## config.mk

```make
export PLATFORM = sky130hd
export DESIGN_NAME = inflight_request_scoreboard_top_flat
export DESIGN_NICKNAME = d
export VERILOG_FILES = /design/src/rtl/core/irs_pkg.sv /design/src/rtl/core/irs_if.sv /design/src/rtl/core/inflight_request_scoreboard_top.sv /design/src/rtl/core/irs_front.sv /design/src/rtl/core/irs_back.sv /design/src/flat_wrapper.sv
export SDC_FILE = /design/constraint.sdc
export NUM_CORES = 2
export LEC_CHECK = 0
export BUFFER_PORTS_ARGS = -buffer_cell sky130_fd_sc_hd__clkbuf_2
export CORE_AREA = 5 5 440 768
export DETAILED_ROUTE_END_ITERATION = 6
export DIE_AREA = 0 0 445 773
export SLEW_MARGIN = 10
export SYNTH_ARGS = -nofsm -noshare
export SYNTH_HDL_FRONTEND = slang
export SYNTH_SLANG_ARGS = --single-unit
```

## constraint.sdc

```tcl
create_clock -name clk -period 17.5 [get_ports clk]
set_input_delay 0.875 -clock clk [delete_from_list [all_inputs] [get_ports clk]]
set_output_delay 0.875 -clock clk [all_outputs]
set_load 0.01 [all_outputs]
```

## src/rtl/core/irs_pkg.sv

```systemverilog
// Shared types, constants and helpers for the in-flight request scoreboard.
package irs_pkg;

  localparam int ENTRIES = 8;
  localparam int OUTPUTS = 8;
  localparam int EW = (ENTRIES > 1) ? $clog2(ENTRIES) : 1;
  localparam int SW = (OUTPUTS > 1) ? $clog2(OUTPUTS) : 1;
  localparam int FENCE_DEPTH = ENTRIES << SW;

  localparam logic [2:0] KIND_START    = 3'd0;
  localparam logic [2:0] KIND_QUEUED   = 3'd1;
  localparam logic [2:0] KIND_COMPLETE = 3'd2;
  localparam logic [2:0] KIND_CPL_OUT  = 3'd3;
  localparam logic [2:0] KIND_FAIL     = 3'd4;
  localparam logic [2:0] KIND_FLUSH    = 3'd5;
  localparam logic [2:0] KIND_LOOKUP   = 3'd6;

  localparam logic [1:0] ST_OK   = 2'd0;
  localparam logic [1:0] ST_REJ  = 2'd1;
  localparam logic [1:0] ST_WAIT = 2'd2;
  localparam logic [1:0] ST_REC  = 2'd3;

  localparam logic [2:0] FS_COMPLETED = 3'd2;
  localparam logic [2:0] FS_FAILED    = 3'd3;
  localparam logic [2:0] FS_FLUSHED   = 3'd4;

  localparam logic [15:0] NO_FENCE = 16'hFFFF;

  typedef struct packed {
    logic [2:0]         kind;
    logic [31:0]        frame;
    logic [OUTPUTS-1:0] mask;
    logic [SW-1:0]      idx;
    logic               idx_ok;
    logic [15:0]        fence;
    logic [31:0]        tag;
    logic [31:0]        meta;
    logic [31:0]        stime;
  } cmd_t;

  function automatic logic [EW-1:0] low_entry(logic [ENTRIES-1:0] v);
    logic [EW-1:0] r;
    r = '0;
    for (int i = ENTRIES - 1; i >= 0; i--) begin
      if (v[i]) r = EW'(i);
    end
    return r;
  endfunction

  function automatic logic [SW-1:0] low_slot(logic [OUTPUTS-1:0] v);
    logic [SW-1:0] r;
    r = '0;
    for (int i = OUTPUTS - 1; i >= 0; i--) begin
      if (v[i]) r = SW'(i);
    end
    return r;
  endfunction

endpackage

```

## src/rtl/core/irs_if.sv

```systemverilog
// Request and response channel interfaces.
interface irs_req_if;
  logic        valid;
  logic        ready;
  logic [2:0]  kind;
  logic [31:0] frame_key;
  logic [7:0]  output_mask;
  logic [2:0]  slot_index;
  logic [15:0] fence;
  logic [31:0] request_tag;
  logic [31:0] metadata_tag;
  logic [31:0] submit_time;
  modport source (output valid, kind, frame_key, output_mask, slot_index, fence,
                  request_tag, metadata_tag, submit_time, input ready);
  modport sink (input valid, kind, frame_key, output_mask, slot_index, fence,
                request_tag, metadata_tag, submit_time, output ready);
endinterface

interface irs_rsp_if;
  logic        valid;
  logic        ready;
  logic [1:0]  status;
  logic [31:0] frame_out;
  logic [2:0]  final_state;
  logic [31:0] tag_out;
  logic [31:0] metadata_out;
  logic [31:0] time_out;
  logic [2:0]  slot_out;
  logic        slot_done;
  logic [15:0] slot_fence;
  logic        last;
  logic [3:0]  occupancy;
  modport source (output valid, status, frame_out, final_state, tag_out, metadata_out,
                  time_out, slot_out, slot_done, slot_fence, last, occupancy, input ready);
  modport sink (input valid, status, frame_out, final_state, tag_out, metadata_out,
                time_out, slot_out, slot_done, slot_fence, last, occupancy, output ready);
endinterface

```

## src/rtl/core/inflight_request_scoreboard_top.sv

```systemverilog
// Top level of the in-flight request scoreboard.
//
//   channel  dir  payload
//   req      in   kind, frame_key, output_mask, slot_index, fence, tags, submit_time
//   rsp      out  status, frame_out, final_state, tags, slot fields, last, occupancy
//
// A beat waits in the 2-deep front queue, then passes key match and execute before its
// single result is offered; the back end takes a new beat only once the last is finished.
// A retirement instead steps through each entry, then each record row (fence store read, output).
// Reset clears the control state and the valid bits only; table contents are written at start.
// The front keeps accepting while the back waits on rsp.ready, until its queue is full.
module inflight_request_scoreboard_top (
  input  logic      clk,
  input  logic      rst,
  irs_req_if.sink   req,
  irs_rsp_if.source rsp
);
  import irs_pkg::*;

  logic cmd_valid;
  logic cmd_ready;
  cmd_t cmd;

  irs_front u_front (
    .clk       (clk),
    .rst       (rst),
    .req       (req),
    .cmd_valid (cmd_valid),
    .cmd_ready (cmd_ready),
    .cmd       (cmd)
  );

  irs_back u_back (
    .clk       (clk),
    .rst       (rst),
    .cmd_valid (cmd_valid),
    .cmd_ready (cmd_ready),
    .cmd       (cmd),
    .rsp       (rsp)
  );

endmodule

```

## src/rtl/core/irs_front.sv

```systemverilog
// Front end: accepts request beats, classifies them, holds them in a 2-deep queue.
module irs_front (
  input  logic           clk,
  input  logic           rst,
  irs_req_if.sink        req,
  output logic           cmd_valid,
  input  logic           cmd_ready,
  output irs_pkg::cmd_t  cmd
);
  import irs_pkg::*;

  cmd_t       q [2];
  logic       wr_ptr;
  logic       rd_ptr;
  logic [1:0] count;
  logic       push;
  logic       pop;
  cmd_t       cls;

  always_comb begin
    cls.kind   = req.kind;
    cls.frame  = req.frame_key;
    cls.mask   = req.output_mask[OUTPUTS-1:0];
    cls.idx    = req.slot_index[SW-1:0];
    cls.idx_ok = ({1'b0, req.slot_index} < 4'(OUTPUTS));
    cls.fence  = req.fence;
    cls.tag    = req.request_tag;
    cls.meta   = req.metadata_tag;
    cls.stime  = req.submit_time;
  end

  assign req.ready = (count != 2'd2);
  assign push      = req.valid && req.ready;
  assign cmd_valid = (count != 2'd0);
  assign pop       = cmd_valid && cmd_ready;
  assign cmd       = q[rd_ptr];

  always_ff @(posedge clk) begin
    if (push) q[wr_ptr] <= cls;
  end

  always_ff @(posedge clk) begin
    if (rst) begin
      wr_ptr <= 1'b0;
      rd_ptr <= 1'b0;
      count  <= 2'd0;
    end else begin
      if (push) wr_ptr <= ~wr_ptr;
      if (pop) rd_ptr <= ~rd_ptr;
      count <= count + 2'(push) - 2'(pop);
    end
  end

endmodule

```

## src/rtl/core/irs_back.sv

```systemverilog
// Back end: request table, key match, operation execution and record sequencing.
module irs_back (
  input  logic           clk,
  input  logic           rst,
  input  logic           cmd_valid,
  output logic           cmd_ready,
  input  irs_pkg::cmd_t  cmd,
  irs_rsp_if.source      rsp
);
  import irs_pkg::*;

  typedef enum logic [5:0] {
    S_IDLE = 6'b000001,
    S_LOOK = 6'b000010,
    S_EXEC = 6'b000100,
    S_NEXT = 6'b001000,
    S_RD   = 6'b010000,
    S_OUT  = 6'b100000
  } state_t;

  state_t state;

  // table
  logic [ENTRIES-1:0] entry_valid;
  logic [31:0]        entry_frame [ENTRIES];
  logic               entry_phase [ENTRIES];
  logic [31:0]        entry_tag   [ENTRIES];
  logic [31:0]        entry_time  [ENTRIES];
  logic [OUTPUTS-1:0] member_mask [ENTRIES];
  logic [OUTPUTS-1:0] done_mask   [ENTRIES];
  logic [15:0]        fence_mem   [FENCE_DEPTH];
  logic [15:0]        fence_q;

  cmd_t               c;
  logic               hit;
  logic [EW-1:0]      hit_e;
  logic               free_ok;
  logic [EW-1:0]      free_e;
  logic [ENTRIES-1:0] match;

  logic [ENTRIES-1:0] ret_vec;
  logic [EW-1:0]      cur_e;
  logic [OUTPUTS-1:0] rem;
  logic [SW-1:0]      row_slot;
  logic               row_done;
  logic [2:0]         ret_fs;
  logic [31:0]        ret_meta;
  logic [3:0]         occ_after;

  logic [EW-1:0]      rix;
  logic [3:0]         occ;
  logic               out_free;
  logic [OUTPUTS-1:0] slot_bit;
  logic [OUTPUTS-1:0] done_new;
  logic [SW-1:0]      s_pick;
  logic [ENTRIES-1:0] ret_rest;

  // response register
  logic        rv;
  logic [1:0]  r_status;
  logic [31:0] r_frame;
  logic [2:0]  r_fs;
  logic [31:0] r_tag;
  logic [31:0] r_meta;
  logic [31:0] r_time;
  logic [2:0]  r_slot;
  logic        r_done;
  logic [15:0] r_fence;
  logic        r_last;
  logic [3:0]  r_occ;

  assign rsp.valid        = rv;
  assign rsp.status       = r_status;
  assign rsp.frame_out    = r_frame;
  assign rsp.final_state  = r_fs;
  assign rsp.tag_out      = r_tag;
  assign rsp.metadata_out = r_meta;
  assign rsp.time_out     = r_time;
  assign rsp.slot_out     = r_slot;
  assign rsp.slot_done    = r_done;
  assign rsp.slot_fence   = r_fence;
  assign rsp.last         = r_last;
  assign rsp.occupancy    = r_occ;

  assign out_free  = !rv || rsp.ready;
  assign cmd_ready = (state == S_IDLE);
  assign rix       = (state == S_EXEC) ? hit_e : cur_e;
  assign slot_bit  = OUTPUTS'(1) << c.idx;
  assign done_new  = done_mask[rix] | slot_bit;
  assign s_pick    = low_slot(rem);
  assign ret_rest  = ret_vec & ~(ENTRIES'(1) << cur_e);

  always_comb begin
    occ = '0;
    for (int i = 0; i < ENTRIES; i++) occ = occ + 4'(entry_valid[i]);
    for (int i = 0; i < ENTRIES; i++) match[i] = entry_valid[i] && (entry_frame[i] == c.frame);
  end

  // fence store: written on complete-output, read for every record row, used only for slots marked done
  always_ff @(posedge clk) begin
    if (state == S_EXEC && out_free && c.kind == KIND_CPL_OUT && hit && c.idx_ok &&
        member_mask[rix][c.idx])
      fence_mem[{hit_e, c.idx}] <= c.fence;
    if (state == S_RD) fence_q <= fence_mem[{cur_e, s_pick}];
  end

  // payload registers
  always_ff @(posedge clk) begin
    case (state)
      S_IDLE: begin
        if (cmd_valid) c <= cmd;
      end
      S_LOOK: begin
        hit     <= |match;
        hit_e   <= low_entry(match);
        free_ok <= ~&entry_valid;
        free_e  <= low_entry(~entry_valid);
      end
      S_EXEC: begin
        if (out_free) begin
          case (c.kind)
            KIND_START: begin
              if (!hit && c.mask != '0 && free_ok) begin
                entry_frame[free_e] <= c.frame;
                entry_phase[free_e] <= 1'b0;
                entry_tag[free_e]   <= c.tag;
                entry_time[free_e]  <= c.stime;
                member_mask[free_e] <= c.mask;
                done_mask[free_e]   <= '0;
              end
            end
            KIND_QUEUED: begin
              if (hit) entry_phase[hit_e] <= 1'b1;
            end
            KIND_CPL_OUT: begin
              if (hit && c.idx_ok && member_mask[rix][c.idx]) done_mask[hit_e] <= done_new;
            end
            default: ;
          endcase
          ret_meta <= (c.kind == KIND_FAIL || c.kind == KIND_FLUSH) ? 32'd0 : c.meta;
          ret_fs   <= (c.kind == KIND_FAIL) ? FS_FAILED :
                      (c.kind == KIND_FLUSH) ? FS_FLUSHED : FS_COMPLETED;
          occ_after <= (c.kind == KIND_FLUSH) ? 4'd0 : occ - 4'd1;
        end
      end
      S_NEXT: begin
        cur_e <= low_entry(ret_vec);
        rem   <= member_mask[low_entry(ret_vec)];
      end
      S_RD: begin
        row_slot <= s_pick;
        row_done <= done_mask[rix][s_pick];
        rem      <= rem & ~(OUTPUTS'(1) << s_pick);
      end
      default: ;
    endcase
  end

  // response payload
  always_ff @(posedge clk) begin
    if (state == S_EXEC && out_free) begin
      r_status <= ST_REJ;
      r_frame  <= c.frame;
      r_fs     <= '0;
      r_tag    <= '0;
      r_meta   <= '0;
      r_time   <= '0;
      r_slot   <= '0;
      r_done   <= 1'b0;
      r_fence  <= NO_FENCE;
      r_last   <= 1'b1;
      r_occ    <= occ;
      case (c.kind)
        KIND_START: begin
          if (!hit && c.mask != '0 && free_ok) begin
            r_status <= ST_OK;
            r_occ    <= occ + 4'd1;
          end
        end
        KIND_QUEUED: begin
          if (hit && !entry_phase[hit_e]) r_status <= ST_OK;
        end
        KIND_CPL_OUT: begin
          if (hit && c.idx_ok && member_mask[rix][c.idx]) r_status <= ST_WAIT;
        end
        KIND_FLUSH: begin
          r_status <= ST_OK;
          r_frame  <= '0;
        end
        KIND_LOOKUP: begin
          if (hit) r_status <= ST_OK;
        end
        default: ;
      endcase
    end else if (state == S_OUT && out_free) begin
      r_status <= ST_REC;
      r_frame  <= entry_frame[rix];
      r_fs     <= ret_fs;
      r_tag    <= entry_tag[rix];
      r_meta   <= ret_meta;
      r_time   <= entry_time[rix];
      r_slot   <= 3'(row_slot);
      r_done   <= row_done;
      r_fence  <= row_done ? fence_q : NO_FENCE;
      r_last   <= (rem == '0) && (ret_rest == '0);
      r_occ    <= occ_after;
    end
  end

  // control
  always_ff @(posedge clk) begin
    if (rst) begin
      state       <= S_IDLE;
      entry_valid <= '0;
      ret_vec     <= '0;
      rv          <= 1'b0;
    end else begin
      if (rsp.ready) rv <= 1'b0;
      case (state)
        S_IDLE: begin
          if (cmd_valid) state <= S_LOOK;
        end
        S_LOOK: state <= S_EXEC;
        S_EXEC: begin
          if (out_free) begin
            state <= S_IDLE;
            rv    <= 1'b1;
            case (c.kind)
              KIND_START: begin
                if (!hit && c.mask != '0 && free_ok)
                  entry_valid[free_e] <= 1'b1;
              end
              KIND_COMPLETE, KIND_FAIL: begin
                if (hit) begin
                  ret_vec            <= ENTRIES'(1) << hit_e;
                  entry_valid[hit_e] <= 1'b0;
                  state              <= S_NEXT;
                  rv                 <= 1'b0;
                end
              end
              KIND_CPL_OUT: begin
                if (hit && c.idx_ok && member_mask[rix][c.idx] &&
                    done_new == member_mask[rix]) begin
                  ret_vec            <= ENTRIES'(1) << hit_e;
                  entry_valid[hit_e] <= 1'b0;
                  state              <= S_NEXT;
                  rv                 <= 1'b0;
                end
              end
              KIND_FLUSH: begin
                if (entry_valid != '0) begin
                  ret_vec     <= entry_valid;
                  entry_valid <= '0;
                  state       <= S_NEXT;
                  rv          <= 1'b0;
                end
              end
              default: ;
            endcase
          end
        end
        S_NEXT: state <= S_RD;
        S_RD:   state <= S_OUT;
        S_OUT: begin
          if (out_free) begin
            rv <= 1'b1;
            if (rem != '0) begin
              state <= S_RD;
            end else begin
              ret_vec <= ret_rest;
              state   <= (ret_rest == '0) ? S_IDLE : S_NEXT;
            end
          end
        end
        default: state <= S_IDLE;
      endcase
    end
  end

  a_rd_has_slot: assert property (@(posedge clk) disable iff (rst)
    state == S_RD |-> rem != '0) else $error("row read with no slot left");

  a_out_entry_live: assert property (@(posedge clk) disable iff (rst)
    state == S_OUT |-> ret_vec[cur_e]) else $error("row for entry not retiring");

  a_rec_state: assert property (@(posedge clk) disable iff (rst)
    rv && r_status == ST_REC |->
      (r_fs == FS_COMPLETED || r_fs == FS_FAILED || r_fs == FS_FLUSHED))
    else $error("record row with bad final state");

  a_occ_range: assert property (@(posedge clk) disable iff (rst)
    rv |-> r_occ <= 4'(ENTRIES)) else $error("occupancy beyond table size");

endmodule

```

## src/flat_wrapper.sv

```systemverilog
// flat-port wrapper written by rule: the top's interface ports become plain ports
module inflight_request_scoreboard_top_flat import irs_pkg::*;
  (clk, rst, req_valid, req_kind, req_frame_key, req_output_mask, req_slot_index, req_fence, req_request_tag, req_metadata_tag, req_submit_time, req_ready, rsp_valid, rsp_status, rsp_frame_out, rsp_final_state, rsp_tag_out, rsp_metadata_out, rsp_time_out, rsp_slot_out, rsp_slot_done, rsp_slot_fence, rsp_last, rsp_occupancy, rsp_ready);
  irs_req_if req_i ();
  irs_rsp_if rsp_i ();
  input  logic clk;
  input  logic rst;
  input wire logic [$bits(req_i.valid)-1:0] req_valid;
  input wire logic [$bits(req_i.kind)-1:0] req_kind;
  input wire logic [$bits(req_i.frame_key)-1:0] req_frame_key;
  input wire logic [$bits(req_i.output_mask)-1:0] req_output_mask;
  input wire logic [$bits(req_i.slot_index)-1:0] req_slot_index;
  input wire logic [$bits(req_i.fence)-1:0] req_fence;
  input wire logic [$bits(req_i.request_tag)-1:0] req_request_tag;
  input wire logic [$bits(req_i.metadata_tag)-1:0] req_metadata_tag;
  input wire logic [$bits(req_i.submit_time)-1:0] req_submit_time;
  output wire logic [$bits(req_i.ready)-1:0] req_ready;
  output wire logic [$bits(rsp_i.valid)-1:0] rsp_valid;
  output wire logic [$bits(rsp_i.status)-1:0] rsp_status;
  output wire logic [$bits(rsp_i.frame_out)-1:0] rsp_frame_out;
  output wire logic [$bits(rsp_i.final_state)-1:0] rsp_final_state;
  output wire logic [$bits(rsp_i.tag_out)-1:0] rsp_tag_out;
  output wire logic [$bits(rsp_i.metadata_out)-1:0] rsp_metadata_out;
  output wire logic [$bits(rsp_i.time_out)-1:0] rsp_time_out;
  output wire logic [$bits(rsp_i.slot_out)-1:0] rsp_slot_out;
  output wire logic [$bits(rsp_i.slot_done)-1:0] rsp_slot_done;
  output wire logic [$bits(rsp_i.slot_fence)-1:0] rsp_slot_fence;
  output wire logic [$bits(rsp_i.last)-1:0] rsp_last;
  output wire logic [$bits(rsp_i.occupancy)-1:0] rsp_occupancy;
  input wire logic [$bits(rsp_i.ready)-1:0] rsp_ready;
  assign req_i.valid = req_valid;
  assign req_i.kind = req_kind;
  assign req_i.frame_key = req_frame_key;
  assign req_i.output_mask = req_output_mask;
  assign req_i.slot_index = req_slot_index;
  assign req_i.fence = req_fence;
  assign req_i.request_tag = req_request_tag;
  assign req_i.metadata_tag = req_metadata_tag;
  assign req_i.submit_time = req_submit_time;
  assign req_ready = req_i.ready;
  assign rsp_valid = rsp_i.valid;
  assign rsp_status = rsp_i.status;
  assign rsp_frame_out = rsp_i.frame_out;
  assign rsp_final_state = rsp_i.final_state;
  assign rsp_tag_out = rsp_i.tag_out;
  assign rsp_metadata_out = rsp_i.metadata_out;
  assign rsp_time_out = rsp_i.time_out;
  assign rsp_slot_out = rsp_i.slot_out;
  assign rsp_slot_done = rsp_i.slot_done;
  assign rsp_slot_fence = rsp_i.slot_fence;
  assign rsp_last = rsp_i.last;
  assign rsp_occupancy = rsp_i.occupancy;
  assign rsp_i.ready = rsp_ready;
  inflight_request_scoreboard_top u_core (.clk(clk), .rst(rst), .req(req_i), .rsp(rsp_i));
endmodule
```

-- Yosys cells after proc, flatten, opt, wreduce, memory -nomap -nowiden
Memory sizes are Yosys's and may differ from the RTL's. A register that Yosys moved wholly into a read port is not among the register bits.
Index checks and enable logic that the tools add are counted.
- flip-flop bits (word level): 184
- latch bits: 0
- RAM bits: 2244
- ROM bits: 0
- input port bits: 162
- memories: 8
- $add $sub $neg: 11
- multiply operators: 0
- div/mod/pow operators: 0
- order comparisons: 6
- equal/unequal tests: 34
- shift-type cells: 4
- muxes and demuxes: 113
- bitwise logic cells: 11
- reduce and logical (&&, ||, !) cells: 56
- memory list (memory ; depth ; width ; rd ports ; clocked after memory_dff ; write ports ; RTL line ; text):
    u_core.u_back.fence_mem ; 64 ; 16 ; 1 ; 1 ; 1 ; irs_back.sv:31 ; logic [15:0] fence_mem [FENCE_DEPTH];
    u_core.u_front.q ; 2 ; 158 ; 1 ; 1 ; 1 ; irs_front.sv:12 ; cmd_t q [2];
    u_core.u_back.entry_frame ; 8 ; 32 ; 9 ; 0 ; 1 ; irs_back.sv:25 ; logic [31:0] entry_frame [ENTRIES];
    u_core.u_back.entry_tag ; 8 ; 32 ; 1 ; 1 ; 1 ; irs_back.sv:27 ; logic [31:0] entry_tag [ENTRIES];
    u_core.u_back.entry_time ; 8 ; 32 ; 1 ; 1 ; 1 ; irs_back.sv:28 ; logic [31:0] entry_time [ENTRIES];
    u_core.u_back.done_mask ; 8 ; 8 ; 1 ; 0 ; 1 ; irs_back.sv:30 ; logic [OUTPUTS-1:0] done_mask [ENTRIES];
    +2 memories ; - ; - ; - ; - ; - ; - ;
- operators by type and width (kind ; number):
    $eq A32 B32 Y1 ; 8
    $mux W32 ; 3
    $mux W8 ; 11
    $mux W3 ; 29
    $mux W1 ; 37
    $pmux W6 S6 ; 1
    $mux W4 ; 8
    $not A8 Y8 ; 4
    $pmux W8 S2 ; 2
    $pmux W8 S4 ; 1
    $shl A1 B3 Y8 const A ; 4
    $logic_and A1 B1 Y1 ; 25
    $and A8 B8 Y8 ; 3
    $pmux W8 S3 ; 1
    $reduce_bool A8 Y1 ; 3
    $mux W6 ; 3
    $add A4 B1 Y4 ; 4
    $logic_not A8 Y1 ; 2
    $lt A3 B4 Y1 const B ; 4
    $mux W16 ; 1
    $or A8 B8 Y8 ; 2
    $reduce_and A8 Y1 ; 2
    $reduce_or A8 Y1 ; 2
    $mux W2 ; 7
    42 further kinds ; 68

-- Logic depth before layout (Yosys ltp)
An unclocked memory read counts as a cell.
- depth after elaboration: 13
- gate-level depth with buffers: 17
- mapped depth without buffers: 12

-- Hierarchy
A second synthesis with hierarchy kept.
- cell total of the unflattened synthesis: 6878
- area total of the unflattened synthesis: 106614.8 um2
- by module, submodules not included (module ; times used ; cells an instance ; area each (um2) ; sequential area each (um2)):
    irs_back ; 1 ; 6360 ; 94548.2 ; 69016.2
    irs_front ; 1 ; 518 ; 12066.6 ; 9589.2

-- Least setup slack after synthesis
No wires, ideal clock.
- path kind: flip-flop to flip-flop
- from: reg u_core.u_back.state[3]
- to: reg u_core.u_front.count[1]
- setup time: 0.128 ns
- arrival: 18.541 ns
- required time: 17.372 ns
- setup slack: -1.168 ns
- stages on the path, launching flop included: 10
- path buffers: 1
- clock period less this slack: 18.668 ns
- cell sequence: dfxtp_1 -> buf_6 -> nor4_1 -> nor4bb_1 -> ha_1 -> inv_1 -> ha_1 -> xor2_1 -> xnor2_1 -> nor2_1
- word-level cells in the longest chain between the ends: 3
- ends and longest elaborated chain (item ; RTL line ; text):
    start: declaration ; irs_back.sv:21 ; state_t state;
    start signal: assignment ; irs_back.sv:271 ; state <= (ret_rest == '0) ? S_IDLE : S_NEXT;
    $eq A6 B1 Y1 ; irs_back.sv:86 ; assign cmd_ready = (state == S_IDLE);
    $logic_and A1 B1 Y1 ; irs_front.sv:35 ; assign pop = cmd_valid && cmd_ready;
    net u_core.u_front.pop ; irs_front.sv:17 ; logic pop;
    $sub A2 B1 Y2 ; irs_front.sv:50 ; count <= count + 2'(push) - 2'(pop);
    end signal: assignment ; irs_front.sv:50 ;
    end: declaration ; irs_front.sv:15 ; logic [1:0] count;
The timed path passes the listed nets, and every way through them passes these cells.
A chain may end at the register's enable or synchronous reset.

-- Worst setup path in the final report
- from: reg u_core.u_back.state[3]
- to: mem u_core.u_back.fence_mem[16][9], enable pin
- word-level cells in the longest chain between the ends: 8
- elaborated cells between the ends (all ways): 12
- classes of those cells: eq/ne: 1; mux: 5; reduce/logical: 5; memory: 1
- ends and longest elaborated chain (item ; RTL line ; text):
    $eq A6 B3 Y1 * ; irs_back.sv:87, irs_back.sv:101 ;
    $mux W3 / $logic_and A1 B1 Y1 (equally long branches) ; irs_back.sv:87, irs_back.sv:101 ;
    $mem_v2 Z8 W8 / $logic_and A1 B1 Y1 (equally long branches) ; - ;
    $bmux W1 S3 / $logic_and A1 B1 Y1 (equally long branches) ; irs_back.sv:102, irs_back.sv:101 ;
    $mux W1 (implied by the code) / $logic_and A1 B1 Y1 (equally long branches) ; irs_back.sv:102, irs_back.sv:101 ;
    $logic_and A1 B1 Y1 * ; irs_back.sv:101 ; if (state == S_EXEC && out_free && c.kind == KIND_CPL_OUT && hit && c.idx_ok &&
    $mux W1 * ; irs_back.sv:101 ;
    $mux W1 (implied by the code) * ; irs_back.sv:103 ; fence_mem[{hit_e, c.idx}] <= c.fence;
    end: declaration ; irs_back.sv:31 ;
Every way passes the cells marked *; elsewhere a longest branch is shown, timed or not. The select of a mux whose other input is x is not followed.

==> summary.txt <==
Global routing
  – Vias in the first global route: 60456
  – Grt ovf: 0
  – GRT Total Usage: 17.0%
  – Largest net degree at the start of global routing: 144
  – First-pass GRT wire length: 430 mm
  – Antenna violations before repair: 17

CTS
  – # hold bufs at CTS: 0
  – Max H-tree Level: 4
  – Post-CTS Setup Inserts: 0
  – Clock slew at reported path FFs: 0.07 ns
  – CTS tree: built
  – Post_cts resized: 0
  – Max clock buf depth: 4
  – Sink Count: 2665
  – Root Buffer: clkbuf_16
  – Total CTS buffers: between 200 and 250
  – Worst-skew pair later-pin latency: 0.92 ns

Yosys
  – Post-synthesis cell count: 6707
  – Syn_area_per_cell: 15.7 um^2
  – Ys Warns: 0
  – Cell area after synthesis: 105000 um^2
  – Post-synthesis sequential area ratio: 74.5%
  – Number of synthesized register bits: 2665
  – Synth Net Count: 6882
  – Share of the synthesized area in the top cell type: roughly 72%
  – Dominant synthesized flop cell: edfxtp_1
  – EDFF count, synth: 2518
  – Largest cells by area after synthesis: edfxtp_1, mux4_2, nand2_1
  – Yosys cell types: between 70 and 80
  – Yosys top cell by area: edfxtp_1
  – Ys async rst share: 0%

Routing
  – WL/cell: around 26 um
  – Post-route DRC: 0
  – Antenna-violating nets left: 0
  – TritonRoute pass-1 iters: 5
  – Via count: 59724
  – Initial drt markers: 6200
  – Via-per-instance ratio: between 5 and 6
  – Total wire length: 302 mm

Pwr
  – Static Leakage: 39.1 nW
  – Pwr dens: 126 nW/um^2
  – Peak supply drop: 0.115 mV
  – Pwr Total: 15.2 mW

STA
  – Fin crit share: roughly two fifths
  – Slew @ Worst Pin: 1.32 ns
  – Tmin final: 7.29 ns
  – Worst relative slew slack: 11.5%
  – Final Hold Fails: 0
  – RSZ-0062 raised after global routing: no
  – Fmax: approximately 140 MHz
  – Fin Hold WS: 0.169 ns
  – Setup Skew: 0.100 ns
  – Setup TNS: 0 ns
  – Setup violations, final: 0
  – Final Max Slew Viols: 0

Die
  – Die Area: between 300000 and 400000 um^2
  – Core area: 331000 um^2
  – Overall die width: around 450 um
  – Initial core utilization: 31.9%
  – I/O Pins: between 300 and 400
  – Cell Rows: 280
  – Die Ht: 773 um

Setup path
  – Max FO, Critical Path: approximately 80
  – Most used cell, CP: buf_4
  – CP Class: reg2reg
  – Critical path arrival: 7.80 ns
  – Critical path launch point: u_core.u_back.state[3]$_SDFFE_PP0P_
  – Slowest CP cell: nor3_2
  – Critical path's largest stage delay: 1.14 ns
  – Buf/Inv on CP: 2
  – Ordered list of cells on the worst path: nor4b_2 > nand3_1 > nand2_4 > buf_4 > a2111oi_0 > or4_1 > mux2i_1 > mux4_2 > nand3_4 > buf_4 > nor3_2
  – CP delay by family, top: simple AND/OR/NAND/NOR gates
  – Worst setup SP type: flop
  – Flop2flop setup slack: approximately 10 ns
  – Reg2reg start: u_core.u_back.state[3]$_SDFFE_PP0P_
  – Crit. End Element: flop
  – WP data required: roughly 18 ns

Final layout
  – Layout cells sized above 1: 18.2%
  – Area Overhead vs Synth: 14.5%
  – Nets: slightly above 7000
  – FILL cells: 30775

Min path
  – Hold path start: req_fence[10]
  – Hold Path Class: in2reg

Job
  – Max-cap violation count: 0

Placement
  – PortBufs: ~320
  – Placer Congestion: 0.898
  – DPL Wire Length: 191 mm

Outcome
  – Status: finished, final reports clean
[final cells by class]
type                    instances  area (um^2)  share of cell area (%)
diodes                          6         15.0                  0.0124
clock buffers                 293         6370                    5.28
clock inverters               141         1740                    1.44
inverters                      44          189                   0.157
multi-input cells            3572        25700                    21.3
flip-flops and latches       2665        78600                    65.1
well taps                    4371         5470                    4.53
repair buffers                462         2690                    2.23
[flip-flops by register name (all words and copies together), names as in the netlist, 64 cells and up]
register                   flops
u_core.u_back.done_mask       64
u_core.u_back.fence_mem     1024
u_core.u_back.c              158
u_core.u_back.entry_frame    256
u_core.u_front.q             316
u_core.u_back.entry_time     256
u_core.u_back.entry_tag      256
u_core.u_back.member_mask     64
[power by group]
group          internal, mW  switching (mW)  total, mW
clock network          3.11            2.37       5.48
logic                 0.379            1.15       1.53
registers              7.82           0.387       8.21
[cells in the mapped netlist, drive strengths merged, types with 38 or more instances]
cell type and count:
edfxtp 2518, nand2 1051, nand3 427, clkbuf 354, mux4 212, mux2i 211, xnor2 184, mux2 164
dfxtp 147, o21ai 146, a31oi 132, a211oi 121, and3 116, a21oi 99, nor2b 89, xor2 86
nor3 85, nor2 83, buf 72, a311oi 61, nand4 51, inv 41, a22o 38, nor4 38
[worst reg2reg max path: cells and delay by family, from the launching register on]
kind	cells	cell delay, ns
AND/OR/NAND/NOR	6	4.01
buffers and inverters	2	1.63
multiplexers	2	0.55
flip-flops	1	0.40
AO/OA/AOI/OAI	1	0.27
[cell families (layout without fill, tap and decap cells)]
kind of cell	Yosys count	in the layout	share of synthesized area, %
flops	2665	2665	74.5
simple gates	2026	2026	8.79
compound gates	676	676	4.27
mux	587	587	8.29
buf+inv	470	940	1.73
xor+xnor	270	270	2.24
fa+ha+maj	13	13	0.183
other cells	0	6	0
[path summary, 6_finish.rpt]
kind / depth (start not counted) / end
worst max register to register: 11 / u_core.u_back.fence_mem[16][9]$_DFFE_PP_
worst min-delay path: 1 / u_core.u_front.q[0][106]$_DFFE_PP_
worst max-delay path: 11 / u_core.u_back.fence_mem[16][9]$_DFFE_PP_
worst min register to register: 1 / u_core.u_back.rsp.slot_fence[1]$_SDFFE_PP1P_
[through the flow]
step	area (um^2)	cells	worst slack, ns	utilization (%)
6_report	121000	11554	10.21	36.5
5_1_grt	121000	11551	9.87	36.5
4_1_cts	121000	11548	10.43	36.4
3_5_place_dp	112000	11114	10.51	34.0
3_3_place_gp	112000	11114	10.55	34.0
2_1_floorplan	105000	6707	5.61	-
[layer usage]
| metal | global-route usage (%) | vias to the layer above | wire length (um) |
|---|---|---|---|
| met5 | 0 | - | 54 |
| met4 | 10.4 | 8 | 21400 |
| met3 | 2.34 | 659 | 17300 |
| met2 | 30.2 | 2344 | 155000 |
| met1 | 19.3 | 30530 | 108000 |
| li1 | - | 26183 | - |
[layout by cell type, fill, tap and decap left out, drive strengths merged, types with 38 or more instances in the layout]
cell type     n
mux2        164
a22o         38
a31oi       132
xnor2       184
mux2i       211
and3        116
nand4        51
buf         141
a21oi        99
nor2         83
nor2b        89
nand2      1051
nor3         85
mux4        212
edfxtp     2518
xor2         86
o21ai       146
nand3       427
a311oi       61
dfxtp       147
clkbuf      614
clkinv       76
inv          52
nor4         38
a211oi      121
Note: power is estimated with default switching activity, not from simulation.
